$ cat src/rtl/core/diff_drive_pwm_mixer_defines.svh
// Assertion macros for the differential drive PWM mixer.
// Both macros sample on clk_i and are disabled while rst_ni is low.
`ifndef DIFF_DRIVE_PWM_MIXER_DEFINES_SVH
`define DIFF_DRIVE_PWM_MIXER_DEFINES_SVH

// Same-cycle implication
`define DPM_ASSERT_IMP(lbl, ante, cons, msg) \
  lbl: assert property (@(posedge clk_i) disable iff (!rst_ni) (ante) |-> (cons)) \
    else $error(msg);

// Implication with a fixed delay
`define DPM_ASSERT_DLY(lbl, ante, dly, cons, msg) \
  lbl: assert property (@(posedge clk_i) disable iff (!rst_ni) (ante) |-> ##dly (cons)) \
    else $error(msg);

`endif

$ cat src/rtl/core/dpm_pkg.sv
package dpm_pkg;

  localparam int unsigned CMD_W      = 16;
  localparam int unsigned MAG_W      = 15;
  localparam int unsigned DUTY_W     = 12;
  localparam int unsigned CHAN_W     = 12;
  localparam int unsigned SIGN_W     = 4;
  localparam int unsigned PAIR_W     = 3;
  localparam int unsigned CHANNELS   = 8;
  localparam int unsigned MAX_WHEELS = 4;
  localparam int unsigned PADDR_W    = 4;
  localparam int unsigned PDATA_W    = 32;

  // Remap arithmetic widths
  localparam int unsigned PROD_W = MAG_W + DUTY_W;  // (mag-dz)*(4095-floor)
  localparam int unsigned REM_W  = PROD_W + 1;      // 2*prod + den
  localparam int unsigned DIV_STAGES = DUTY_W;      // one quotient bit a stage

  localparam logic [MAG_W-1:0]  FULL_CMD  = 15'h7FFF;
  localparam logic [DUTY_W-1:0] FULL_DUTY = 12'hFFF;

  localparam int unsigned DEFAULT_WHEELS = 4;

  // Register reset values
  localparam logic [MAG_W-1:0]  DEADZONE_RST = 15'd1638;
  localparam logic [DUTY_W-1:0] FLOOR_RST    = 12'd1200;
  localparam logic [CHAN_W-1:0] CHAN_RST     = 12'd1944;
  localparam logic [SIGN_W-1:0] SIGNS_RST    = 4'd0;

  // Register index, paddr[3:2]
  typedef enum logic [1:0] {
    REG_DEADZONE = 2'd0,
    REG_FLOOR    = 2'd1,
    REG_CHANNELS = 2'd2,
    REG_SIGNS    = 2'd3
  } dpm_reg_e;

  typedef logic [DUTY_W-1:0] dpm_duty_t;

  // Direction flags carried along a lane
  typedef struct packed {
    logic fwd;
    logic rev;
    logic zspan;
  } dpm_flags_t;

  // What one lane hands to the merge stage
  typedef struct packed {
    logic      fwd;
    logic      rev;
    dpm_duty_t duty;
  } dpm_lane_res_t;

endpackage

$ cat src/rtl/core/dpm_lane.sv
module dpm_lane (
  input  logic                                clk_i,
  input  logic signed [dpm_pkg::CMD_W-1:0]    cmd_i,
  input  logic                                neg_i,
  input  logic        [dpm_pkg::MAG_W-1:0]    deadzone_i,
  input  logic        [dpm_pkg::DUTY_W-1:0]   duty_floor_i,
  output dpm_pkg::dpm_lane_res_t              res_o
);

  localparam int unsigned NS = dpm_pkg::DIV_STAGES;

  logic signed [dpm_pkg::CMD_W:0]    s_cmd;
  logic signed [dpm_pkg::CMD_W:0]    s_dz;
  logic        [dpm_pkg::CMD_W:0]    s_abs;
  logic        [dpm_pkg::MAG_W-1:0]  s_mag;
  logic        [dpm_pkg::MAG_W-1:0]  den;
  logic        [dpm_pkg::DUTY_W-1:0] span;
  dpm_pkg::dpm_flags_t               flg_d;

  logic [dpm_pkg::MAG_W-1:0]  diff_q;
  dpm_pkg::dpm_flags_t        flg0_q;
  logic [dpm_pkg::PROD_W-1:0] prod_q;
  dpm_pkg::dpm_flags_t        flg1_q;

  logic [dpm_pkg::REM_W-1:0]  rem_q [NS+1];
  logic [dpm_pkg::DUTY_W-1:0] quo_q [NS+1];
  dpm_pkg::dpm_flags_t        flg_q [NS+1];

  // Signed command after mounting sign, magnitude clamp and direction
  always_comb begin
    s_cmd = neg_i ? -{cmd_i[dpm_pkg::CMD_W-1], cmd_i}
                  :  {cmd_i[dpm_pkg::CMD_W-1], cmd_i};
    s_dz  = $signed({2'b00, deadzone_i});
    s_abs = s_cmd[dpm_pkg::CMD_W] ? (dpm_pkg::CMD_W+1)'(-s_cmd)
                                  : (dpm_pkg::CMD_W+1)'(s_cmd);
    s_mag = (s_abs > (dpm_pkg::CMD_W+1)'(dpm_pkg::FULL_CMD)) ? dpm_pkg::FULL_CMD
                                                             : s_abs[dpm_pkg::MAG_W-1:0];
    flg_d.fwd   = s_cmd > s_dz;
    flg_d.rev   = s_cmd < -s_dz;
    flg_d.zspan = deadzone_i == dpm_pkg::FULL_CMD;
    den  = dpm_pkg::FULL_CMD - deadzone_i;
    span = dpm_pkg::FULL_DUTY - duty_floor_i;
  end

  // Capture magnitude above the deadzone
  always_ff @(posedge clk_i) begin
    diff_q <= s_mag - deadzone_i;
    flg0_q <= flg_d;
  end

  // Scale by the duty span
  always_ff @(posedge clk_i) begin
    prod_q <= dpm_pkg::PROD_W'(diff_q * span);
    flg1_q <= flg0_q;
  end

  // Form the rounded dividend
  always_ff @(posedge clk_i) begin
    rem_q[0] <= dpm_pkg::REM_W'({prod_q, 1'b0}) + dpm_pkg::REM_W'(den);
    quo_q[0] <= '0;
    flg_q[0] <= flg1_q;
  end

  // Restoring divider, one quotient bit a stage, MSB first
  for (genvar k = 0; k < NS; k++) begin : g_div
    localparam int unsigned SH = NS - 1 - k;
    logic [dpm_pkg::REM_W-1:0] dsh;
    logic [dpm_pkg::REM_W:0]   trial;

    always_comb begin
      dsh   = dpm_pkg::REM_W'({den, 1'b0}) << SH;
      trial = {1'b0, rem_q[k]} - {1'b0, dsh};
    end

    always_ff @(posedge clk_i) begin
      if (!trial[dpm_pkg::REM_W]) begin
        rem_q[k+1] <= trial[dpm_pkg::REM_W-1:0];
        quo_q[k+1] <= quo_q[k] | (dpm_pkg::DUTY_W'(1) << SH);
      end else begin
        rem_q[k+1] <= rem_q[k];
        quo_q[k+1] <= quo_q[k];
      end
      flg_q[k+1] <= flg_q[k];
    end
  end

  // Add the floor; a deadzone spanning the full command range drives full duty
  always_comb begin
    res_o.fwd  = flg_q[NS].fwd;
    res_o.rev  = flg_q[NS].rev;
    res_o.duty = flg_q[NS].zspan ? dpm_pkg::FULL_DUTY : duty_floor_i + quo_q[NS];
  end

endmodule

$ cat config.mk
export PLATFORM = sky130hd
export DESIGN_NAME = dpm_lane
export DESIGN_NICKNAME = d
export VERILOG_FILES = /design/src/rtl/core/diff_drive_pwm_mixer_defines.svh /design/src/rtl/core/dpm_pkg.sv /design/src/rtl/core/dpm_lane.sv
export SDC_FILE = /design/constraint.sdc
export NUM_CORES = 1
export LEC_CHECK = 0
export BUFFER_PORTS_ARGS = -buffer_cell sky130_fd_sc_hd__buf_2
export CAP_MARGIN = 10
export CORE_ASPECT_RATIO = 1.4
export CORE_MARGIN = 2
export CORE_UTILIZATION = 53
export CTS_CLUSTER_DIAMETER = 40
export DETAILED_ROUTE_END_ITERATION = 6
export GPL_ROUTABILITY_DRIVEN = 0
export PLACE_DENSITY = 0.72
export SYNTH_ARGS = -nofsm -noshare
export SYNTH_HDL_FRONTEND = slang
export SYNTH_SLANG_ARGS = --single-unit
$ cat constraint.sdc
create_clock -name clk_i -period 5.6 [get_ports clk_i]
set_clock_uncertainty 0.1 [all_clocks]
set_input_delay 0.56 -clock clk_i [delete_from_list [all_inputs] [get_ports clk_i]]
set_output_delay 0.56 -clock clk_i [all_outputs]
set_load 0.01 [all_outputs]
Word-level counts from Yosys, hierarchy flattened

Memory sizes are Yosys's and may differ from the RTL's.
Index checks and enable logic that the tools add are counted.

Add/sub/neg operators: 20
Multiply operators: 1
Order comparisons: 3
Equality and inequality tests: 1
Multiplexer cells: 52
Bitwise operators: 24

Operators with widths:

| operator                                                                | number |
|---|---|
| 28-bit two-way mux                                                      | 12 |
| 12-bit two-way mux                                                      | 13 |
| 17-bit two-way mux                                                      | 2 |
| 17-bit negation                                                         | 2 |
| 28-bit by 16-bit subtractor with 29-bit output                          | 1 |
| 28-bit by 17-bit subtractor with 29-bit output                          | 1 |
| 28-bit by 18-bit subtractor with 29-bit output                          | 1 |
| 28-bit by 19-bit subtractor with 29-bit output                          | 1 |
| 28-bit by 20-bit subtractor with 29-bit output                          | 1 |
| 28-bit by 21-bit subtractor with 29-bit output                          | 1 |
| 28-bit by 22-bit subtractor with 29-bit output                          | 1 |
| 28-bit by 23-bit subtractor with 29-bit output                          | 1 |
| 28-bit by 24-bit subtractor with 29-bit output                          | 1 |
| 28-bit by 25-bit subtractor with 29-bit output                          | 1 |
| 28-bit by 26-bit subtractor with 29-bit output                          | 1 |
| 28-bit by 27-bit subtractor with 29-bit output                          | 1 |
| 28-bit by 15-bit adder with 28-bit output                               | 1 |
| 15-bit by 12-bit multiplier with 27-bit output                          | 1 |
| 1-bit two-way mux                                                       | 24 |
| 1-bit bitwise OR                                                        | 24 |
| 17-bit by 15-bit > comparator with 1-bit output (second input constant) | 1 |
| 17-bit by 16-bit > comparator with 1-bit output                         | 1 |
| 17-bit less-than comparator                                             | 1 |
| 15-bit negation with 17-bit output                                      | 1 |
| 6 further kinds                                                         | 6 |

Bits in registers: 48
RAM bits: 559
Input bits: 45
Output and inout bits: 14
Word-level logic and storage cells: 112
Memories: 3

Memories:

| name  | words | bits a word | read ports | clocked after memory_dff | wr ports | RTL line       | RTL |
|---|---|---|---|---|---|---|---|
| rem_q | 13    | 28          | 12         | 0                        | 13       | dpm_lane.sv:25 | `logic [dpm_pkg::REM_W-1:0] rem_q [NS+1];` |
| quo_q | 13    | 12          | 13         | 0                        | 13       | dpm_lane.sv:26 | `logic [dpm_pkg::DUTY_W-1:0] quo_q [NS+1];` |
| flg_q | 13    | 3           | 13         | 0                        | 13       | dpm_lane.sv:27 | `dpm_pkg::dpm_flags_t flg_q [NS+1];` |

Logic depth before layout (Yosys ltp)

Gate-level depths: netlist (run 1).

Depth after elaboration: 7
Depth in mapped cells: 22
Depth with buffers taken out: 21

Least setup slack after synthesis (run 1)

Ideal clock, no wire load.

Path kind: input to register
From: input port duty_floor_i[11] (netlist name)
To: register prod_q[25] (netlist name)
Library setup time: 127 ps
Arrival time: 5,723 ps
Required time: 5,373 ps
Slack: -350 ps
Cell stages on the path: 20
Buffers on the path: 1
Path through: clkbuf_1 nand2b_1 fa_1 fa_1 inv_1 fa_1 inv_1 fa_1 inv_1 fa_1 ha_1 a21o_1 a21oi_1 o21ai_1 a21o_1 a21o_1 a211oi_1 o21ai_0 and3_1 or3_1

Cells in the longest elaborated chain, start to end: 2

RTL lines:

| element                                        | RTL line       | RTL |
|---|---|---|
| from (decl)                                    | dpm_lane.sv:6  | `input logic [dpm_pkg::DUTY_W-1:0] duty_floor_i,` |
| 12-bit subtractor                              | dpm_lane.sv:42 | `span = dpm_pkg::FULL_DUTY - duty_floor_i;` |
| 15-bit by 12-bit multiplier with 27-bit output | dpm_lane.sv:53 | `prod_q <= dpm_pkg::PROD_W'(diff_q * span);` |
| to (signal assigned)                           | dpm_lane.sv:53 |  |
| to (decl)                                      | dpm_lane.sv:22 | `logic [dpm_pkg::PROD_W-1:0] prod_q;` |

Every way passes these cells.

Worst setup path after layout (run 1)

From: register diff_q[1] (netlist name)
To: register prod_q[25] (netlist name)

Cells in the longest elaborated chain, start to end: 1

RTL lines:

| element                                        | RTL line       | RTL |
|---|---|---|
| from (decl)                                    | dpm_lane.sv:20 | `logic [dpm_pkg::MAG_W-1:0] diff_q;` |
| from (signal assigned)                         | dpm_lane.sv:47 | `diff_q <= s_mag - deadzone_i;` |
| 15-bit by 12-bit multiplier with 27-bit output | dpm_lane.sv:53 |  |

Every way passes these cells.

==> results of run 1 <==
-- synthesized netlist by cell type, drive strengths merged (29+ instances only) --
master  count  share of area
a21o       61          0.015
a21oi     198          0.033
clkbuf     50         0.0063
dfxtp     489           0.33
fa        144          0.096
ha        314           0.13
inv       260          0.033
mux2       51          0.019
nand2     199          0.026
nand2b    148          0.031
nand3      48         0.0080
nor2      216          0.027
nor2b     113          0.024
nor3       68          0.012
nor4       29         0.0066
o21a       46          0.012
o21ai     163          0.027
xnor2     174          0.051
xor2       94          0.028
-- stage by stage --
| stage | setup slack, ns | util |
|---|---|---|
| 2_1_floorplan | 0.00979 | - |
| 3_3_place_gp | -0.480 | 0.564 |
| 3_5_place_dp | -0.533 | 0.564 |
| 4_1_cts | 0.00341 | 0.603 |
| 5_1_grt | -0.0810 | 0.604 |
| 6_report | 0.0834 | 0.604 |
-- layer usage --
metal  GRT usage  vias to the layer above  wire, µm
met3      0.0309                      222      2330
met1       0.255                    11147     27400
met5           0                        -        13
met2       0.454                      533     36600
met4       0.116                        2      3220
li1            -                    11297         -
-- cell type report --
cell class / instances / area, µm² / share of cell area
Multi-Input combinational cell: 2383 / 19000 / 0.559
Tap cell: 735 / 920 / 0.0271
Timing Repair Buffer: 155 / 1120 / 0.0331
Sequential cell: 489 / 9810 / 0.289
Clock inverter: 46 / 584 / 0.0172
Inverter: 260 / 976 / 0.0287
Clock buffer: 68 / 1570 / 0.0463
-- placed cells by master, fill, tap and decap left out, types with 113 or more instances in the layout --
cell        n
dfxtp_1   480
ha_1      311
inv_1     254
nor2_1    216
a21oi_1   197
nand2_1   189
xnor2_1   174
o21ai_0   156
nand2b_1  144
fa_1      142
nor2b_1   113
-- state kept, by name, indices dropped and copies added (netlist names) --
name	cells
diff_q	15
flg0_q	3
flg1_q	3
flg_q	39
prod_q	27
quo_q	78
rem_q	324
-- worst register-to-register path: stages, from the launching register on --
cell       delay (ns)
dfxtp_4          0.40
buf_12           0.14
nand2b_4         0.06
fa_1             0.51
fa_1             0.56
inv_2            0.05
fa_1             0.49
inv_2            0.04
fa_1             0.49
inv_2            0.04
fa_1             0.56
ha_4             0.22
a21o_1           0.16
a21oi_2          0.18
o21ai_2          0.09
a21o_1           0.16
a21o_1           0.23
a211oi_2         0.31
o21ai_2          0.12
a2111oi_1        0.40
or3_1            0.16
-- cells by family (layout without fill, tap and decap cells) --
group | count (synthesis) | in the layout | share of synthesized area
AOI/OAI and AO/OA | 657 | 657 | 0.141
xor gates and xnor gates | 268 | 268 | 0.0786
adders and majority gates | 459 | 459 | 0.228
buffers and inverters | 330 | 529 | 0.0430
DFF | 489 | 489 | 0.327
muxes | 55 | 55 | 0.0206
and+or+nand+nor | 944 | 944 | 0.162
-- how the worst max path moves through the flow --
stage | to | slack (ns) | cells past startpoint
3_3_place_gp | prod_q[25] | -0.48 | 21
4_1_cts | prod_q[25] | 0.003 | 18
6_report | prod_q[25] | 0.08 | 20
2_1_floorplan | prod_q[25] | 0.01 | 20
3_5_place_dp | prod_q[25] | -0.53 | 21
5_1_grt | prod_q[25] | -0.08 | 23
-- timing repair --
action                                  in CTS  in global routing
gates cloned                                 0                  1
buffers inserted                             0                  1
resized for setup                            3                 25
pin swaps                                    0                 21
endpoints found under the setup margin       2                  2
==> flow_metrics.tcl, run 1 <==
set metrics [dict create \
    cp-startpoint "diff_q[1]" \
    routedWlPerCell_um 16.8 \
    timing.hold.ws_ns 0.184 \
    setup_violations 0 \
    ys_seq_elements 489 \
    clock-sinks 489 \
    cpPeakStageDelay_ns 0.56 \
    grt-ovfl-total 0 \
    holdBufCountCts 0 \
    ioPinCount 59 \
    numPortBuffers 58 \
    slew_violations 0 \
    mappedNetlistArea_um2 29900 \
    path_class "reg2reg" \
    final_hold_viol_count 0 \
    hold_end "prod_q[0]" \
    grt_antenna_before_repair 2 \
    netlist_instances 3202 \
    rows 103 \
    critPathSlowestCell "fa_1" \
    clockBufferDepth 3 \
    cp.buffers_inverters 4 \
    numCtsBuffers 61 \
    holdCritPathClass "in2reg" \
    die_area_um2 58500 \
    crit_top_cell "fa_1" \
    fill_cells 4706 \
    final_nets 3853 \
    synth_edf_count 0 \
    vias 23201 \
    drt-total-wl_um 69600 \
    critPathCaptureType "flop" \
    core_area_um2 56200 \
    ys_warn_count 0 \
    drt_first_pass_iters 5 \
    postPlaceCellArea_um2 31700 \
    ys_async_sr_fraction 0 \
    antennaDiodeCount 0 \
    syn_to_final_growth_pct 13.4 \
    slew_headroom 0.298 \
    cts_tree "done" \
    r2r-end "prod_q[25]" \
    period_needed_ns 5.52 \
    timing.rr.start "diff_q[1]" \
    dp.final_hpwl_um 53400 \
    worst_ep_required_time_ns 6.08 \
    viasPerCell 5.61 \
    worst_pin_slew_ns 1.05 \
    fmax_ghz 0.181 \
    final_cell_area_um2 34000 \
    ant_nets 0 \
    syn-num-nets 3705 \
    synth_ff_type "dfxtp_1" \
    die_h_um 285 \
    grt_max_degree 32 \
    drv_cap 0 \
    tns_ns 0 \
    r2r_cells 20 \
    grt_pass1_vias 24314 \
    min_from "duty_floor_i[0]" \
    rsz0062_at_grt "yes" \
    path_max_fanout 6 \
    reg2reg_slack_ns 0.08 \
    drt_iter0_markers 1134 \
    worstHoldPathCells 3 \
    crit_arrival_ns 5.99 \
    cts_root_buffer "clkbuf_16" \
    syn_avg_cell_area_um2 9.35 \
    cp_cell_sequence "buf_12 > nand2b_4 > fa_1 > fa_1 > inv_2 > fa_1 > inv_2 > fa_1 > inv_2 > fa_1 > ha_4 > a21o_1 > a21oi_2 > o21ai_2 > a21o_1 > a21o_1 > a211oi_2 > o21ai_2 > a2111oi_1 > or3_1" \
    drive_above_1_share 0.118 \
    place_inst 4020 \
    timing.final.crit_share 0.985 \
    track_usage 0.238 \
    ys_seq_area_frac 0.327 \
    cp_top_family "adder cells" \
    h-tree-depth 2 \
    finalNonFillerCells 4136 \
    drc 0 \
    status "completed" \
    clock_latency_ns 0.64 \
    critPathLaunchType "flop" \
    initial_core_util 0.533 \
    die_w_um 205 \
    clk_pin_slew_ns 0.06 \
    grt_pass1_wl_um 114000 \
    synthDistinctLibCells 86 \
]
Power of run 1 is left out: the tool's default activity adds up to more than one toggle a clock period on the data nets, which glitch-free logic cannot reach.
==> inputs of run 2 (changes only) <==
CORE_UTILIZATION = 54   (was 53)
PLACE_DENSITY = 0.73   (was 0.72)
SLEW_MARGIN = 10   (was not set)
==> run 2 against run 1 <==
  * Register-to-register slack better by 0.04 ns
  * Global-route usage up 0.45 points
  * Cell area down 0.51%
  * Fmax up 0.73%
  * Worst hold slack better by 0.036 ns
  * Utilization up 0.84 points
  * Cell count down 0.22%
  * Die area down 1.8%
  * Critical endpoint unchanged
  * Highest routed layer is now met4
==> flow_metrics.tcl, run 2 (synthesized netlist as in run 1, its figures left out) <==
set metrics [dict create \
    status "completed" \
    period_needed_ns 5.48 \
    grt_max_degree 32 \
    final_nets 3853 \
    largest_registers "rem_q x324, quo_q x78, flg_q x39" \
    finalNonFillerCells 4127 \
    slew_violations 0 \
    layout_commonest_cell "dfxtp_1" \
    r2r_cells 18 \
    fill_cells 4555 \
    path_class "reg2reg" \
    track_usage 0.243 \
    clock_latency_ns 0.64 \
    dp.final_hpwl_um 53100 \
    grt-ovfl-total 0 \
    postPlaceCellArea_um2 31600 \
    fmax_ghz 0.183 \
    numCtsBuffers 59 \
    slew_headroom 0.314 \
    clockBufferDepth 3 \
    layout.area.seq_um2 9810 \
    regMostFlops "rem_q" \
    clock-sinks 489 \
    place_inst 4013 \
    path_max_fanout 8 \
    numPortBuffers 58 \
    largest_register_ffs 324 \
    h-tree-depth 2 \
    routedWlPerCell_um 16.7 \
    die_w_um 203 \
    cp-startpoint "diff_q[1]" \
    viasPerCell 5.60 \
    critPathCaptureType "flop" \
    antennaDiodeCount 0 \
    syn_to_final_growth_pct 12.8 \
    drc 0 \
    final_hold_viol_count 0 \
    drt_first_pass_iters 5 \
    cts_tree "done" \
    drive_above_1_share 0.118 \
    crit_arrival_ns 5.97 \
    ant_nets 0 \
    worst_ep_required_time_ns 6.09 \
    multi_input_area_um2 19000 \
    grt_pass1_wl_um 114000 \
    timing.final.crit_share 0.978 \
    initial_core_util 0.543 \
    reg2reg_slack_ns 0.12 \
    cts_root_buffer "clkbuf_16" \
    die_area_um2 57400 \
    worstHoldPathCells 0 \
    drt_iter0_markers 1150 \
    holdCritPathClass "reg2reg" \
    drt-total-wl_um 69100 \
    die_h_um 283 \
    rows 102 \
    timing.rr.start "diff_q[1]" \
    worst_pin_slew_ns 1.03 \
    grt_pass1_vias 24339 \
    drv_cap 0 \
    vias 23096 \
    final_cell_mix "480 x dfxtp_1, 311 x ha_1, 255 x inv_1, 216 x nor2_1, 197 x a21oi_1" \
    grt_antenna_before_repair 1 \
    crit_path_end "prod_q[25]" \
    core_area_um2 55100 \
    r2r-end "prod_q[25]" \
    ioPinCount 59 \
    clk_pin_slew_ns 0.07 \
    setup_violations 0 \
    final_cell_area_um2 33800 \
    critPathLaunchType "flop" \
]
==> run 2: cell count changes in the layout (fill, tap and decap cells not counted), moves of 3 or more <==
cell	previous run	this run
clkinv_8	6	0
buf_12	7	2
clkinvlp_4	7	4
buf_4	89	95
clkbuf_16	62	59
inv_6	9	4
inv_8	6	14
clkinv_2	5	11
==> run 2: timing repair <==
action / CTS / global route
buffers inserted: 0 / 4
hold buffers: 0 / 0
pin swaps: 0 / 21
resized for setup: 6 / 31
setup endpoints to repair: 2 / 2
==> run 2: worst min-delay path by stage <==
stage	startpoint	to	slack [ns]
6_report	quo_q[2][7]	quo_q[2][19]	0.22
5_1_grt	deadzone_i[2]	flg0_q[0]	0.21
4_1_cts	deadzone_i[2]	flg0_q[0]	0.18
3_5_place_dp	flg_q[2][1]	flg_q[3][1]	0.21
3_3_place_gp	rem_q[0][60]	rem_q[0][88]	0.21
2_1_floorplan	flg0_q[0]	flg1_q[0]	0.21
==> run 2: worst max-delay path, cell delays in order (launching register included) <==
cell and delay [ns]:
dfxtp_4 0.36, buf_8 0.14, nor2b_1 0.15, fa_1 0.54, inv_1 0.06, fa_1 0.51
fa_1 0.53, fa_1 0.54, inv_1 0.05, fa_1 0.59, ha_4 0.23, a21oi_2 0.17
o21ai_2 0.08, a21o_1 0.16, a21o_1 0.23, a211oi_2 0.29, o21ai_2 0.12, a2111oi_1 0.39
or3_1 0.16
==> run 2: routing by layer <==
layer	routed length, µm	track usage	vias to the layer above
li1	-	-	11300
met1	26900	0.260	11041
met2	36400	0.468	531
met3	2740	0.0313	224
met4	3080	0.117	0
met5	0	0	-
==> run 2: cell type report <==
class | count | area share
clock inverters | 46 | 0.0151
inverters | 260 | 0.0289
multi-input cells | 2383 | 0.562
flip-flops and latches | 489 | 0.290
repair buffers | 157 | 0.0317
clock buffers | 64 | 0.0448
well taps | 728 | 0.0270
==> run 2: per-stage QoR <==
step | hold slack (ns) | util | worst slack (ns) | TNS [ns]
global placement | 0.210 | 0.574 | -0.313 | -0.573
global route | 0.205 | 0.613 | -0.0219 | -0.0219
CTS | 0.185 | 0.610 | 0.0188 | 0
finish | 0.219 | 0.613 | 0.124 | 0
detailed placement | 0.212 | 0.574 | -0.386 | -0.926
floorplan | 0.210 | - | 0.00979 | 0
Power of run 2 is left out for the same reason.
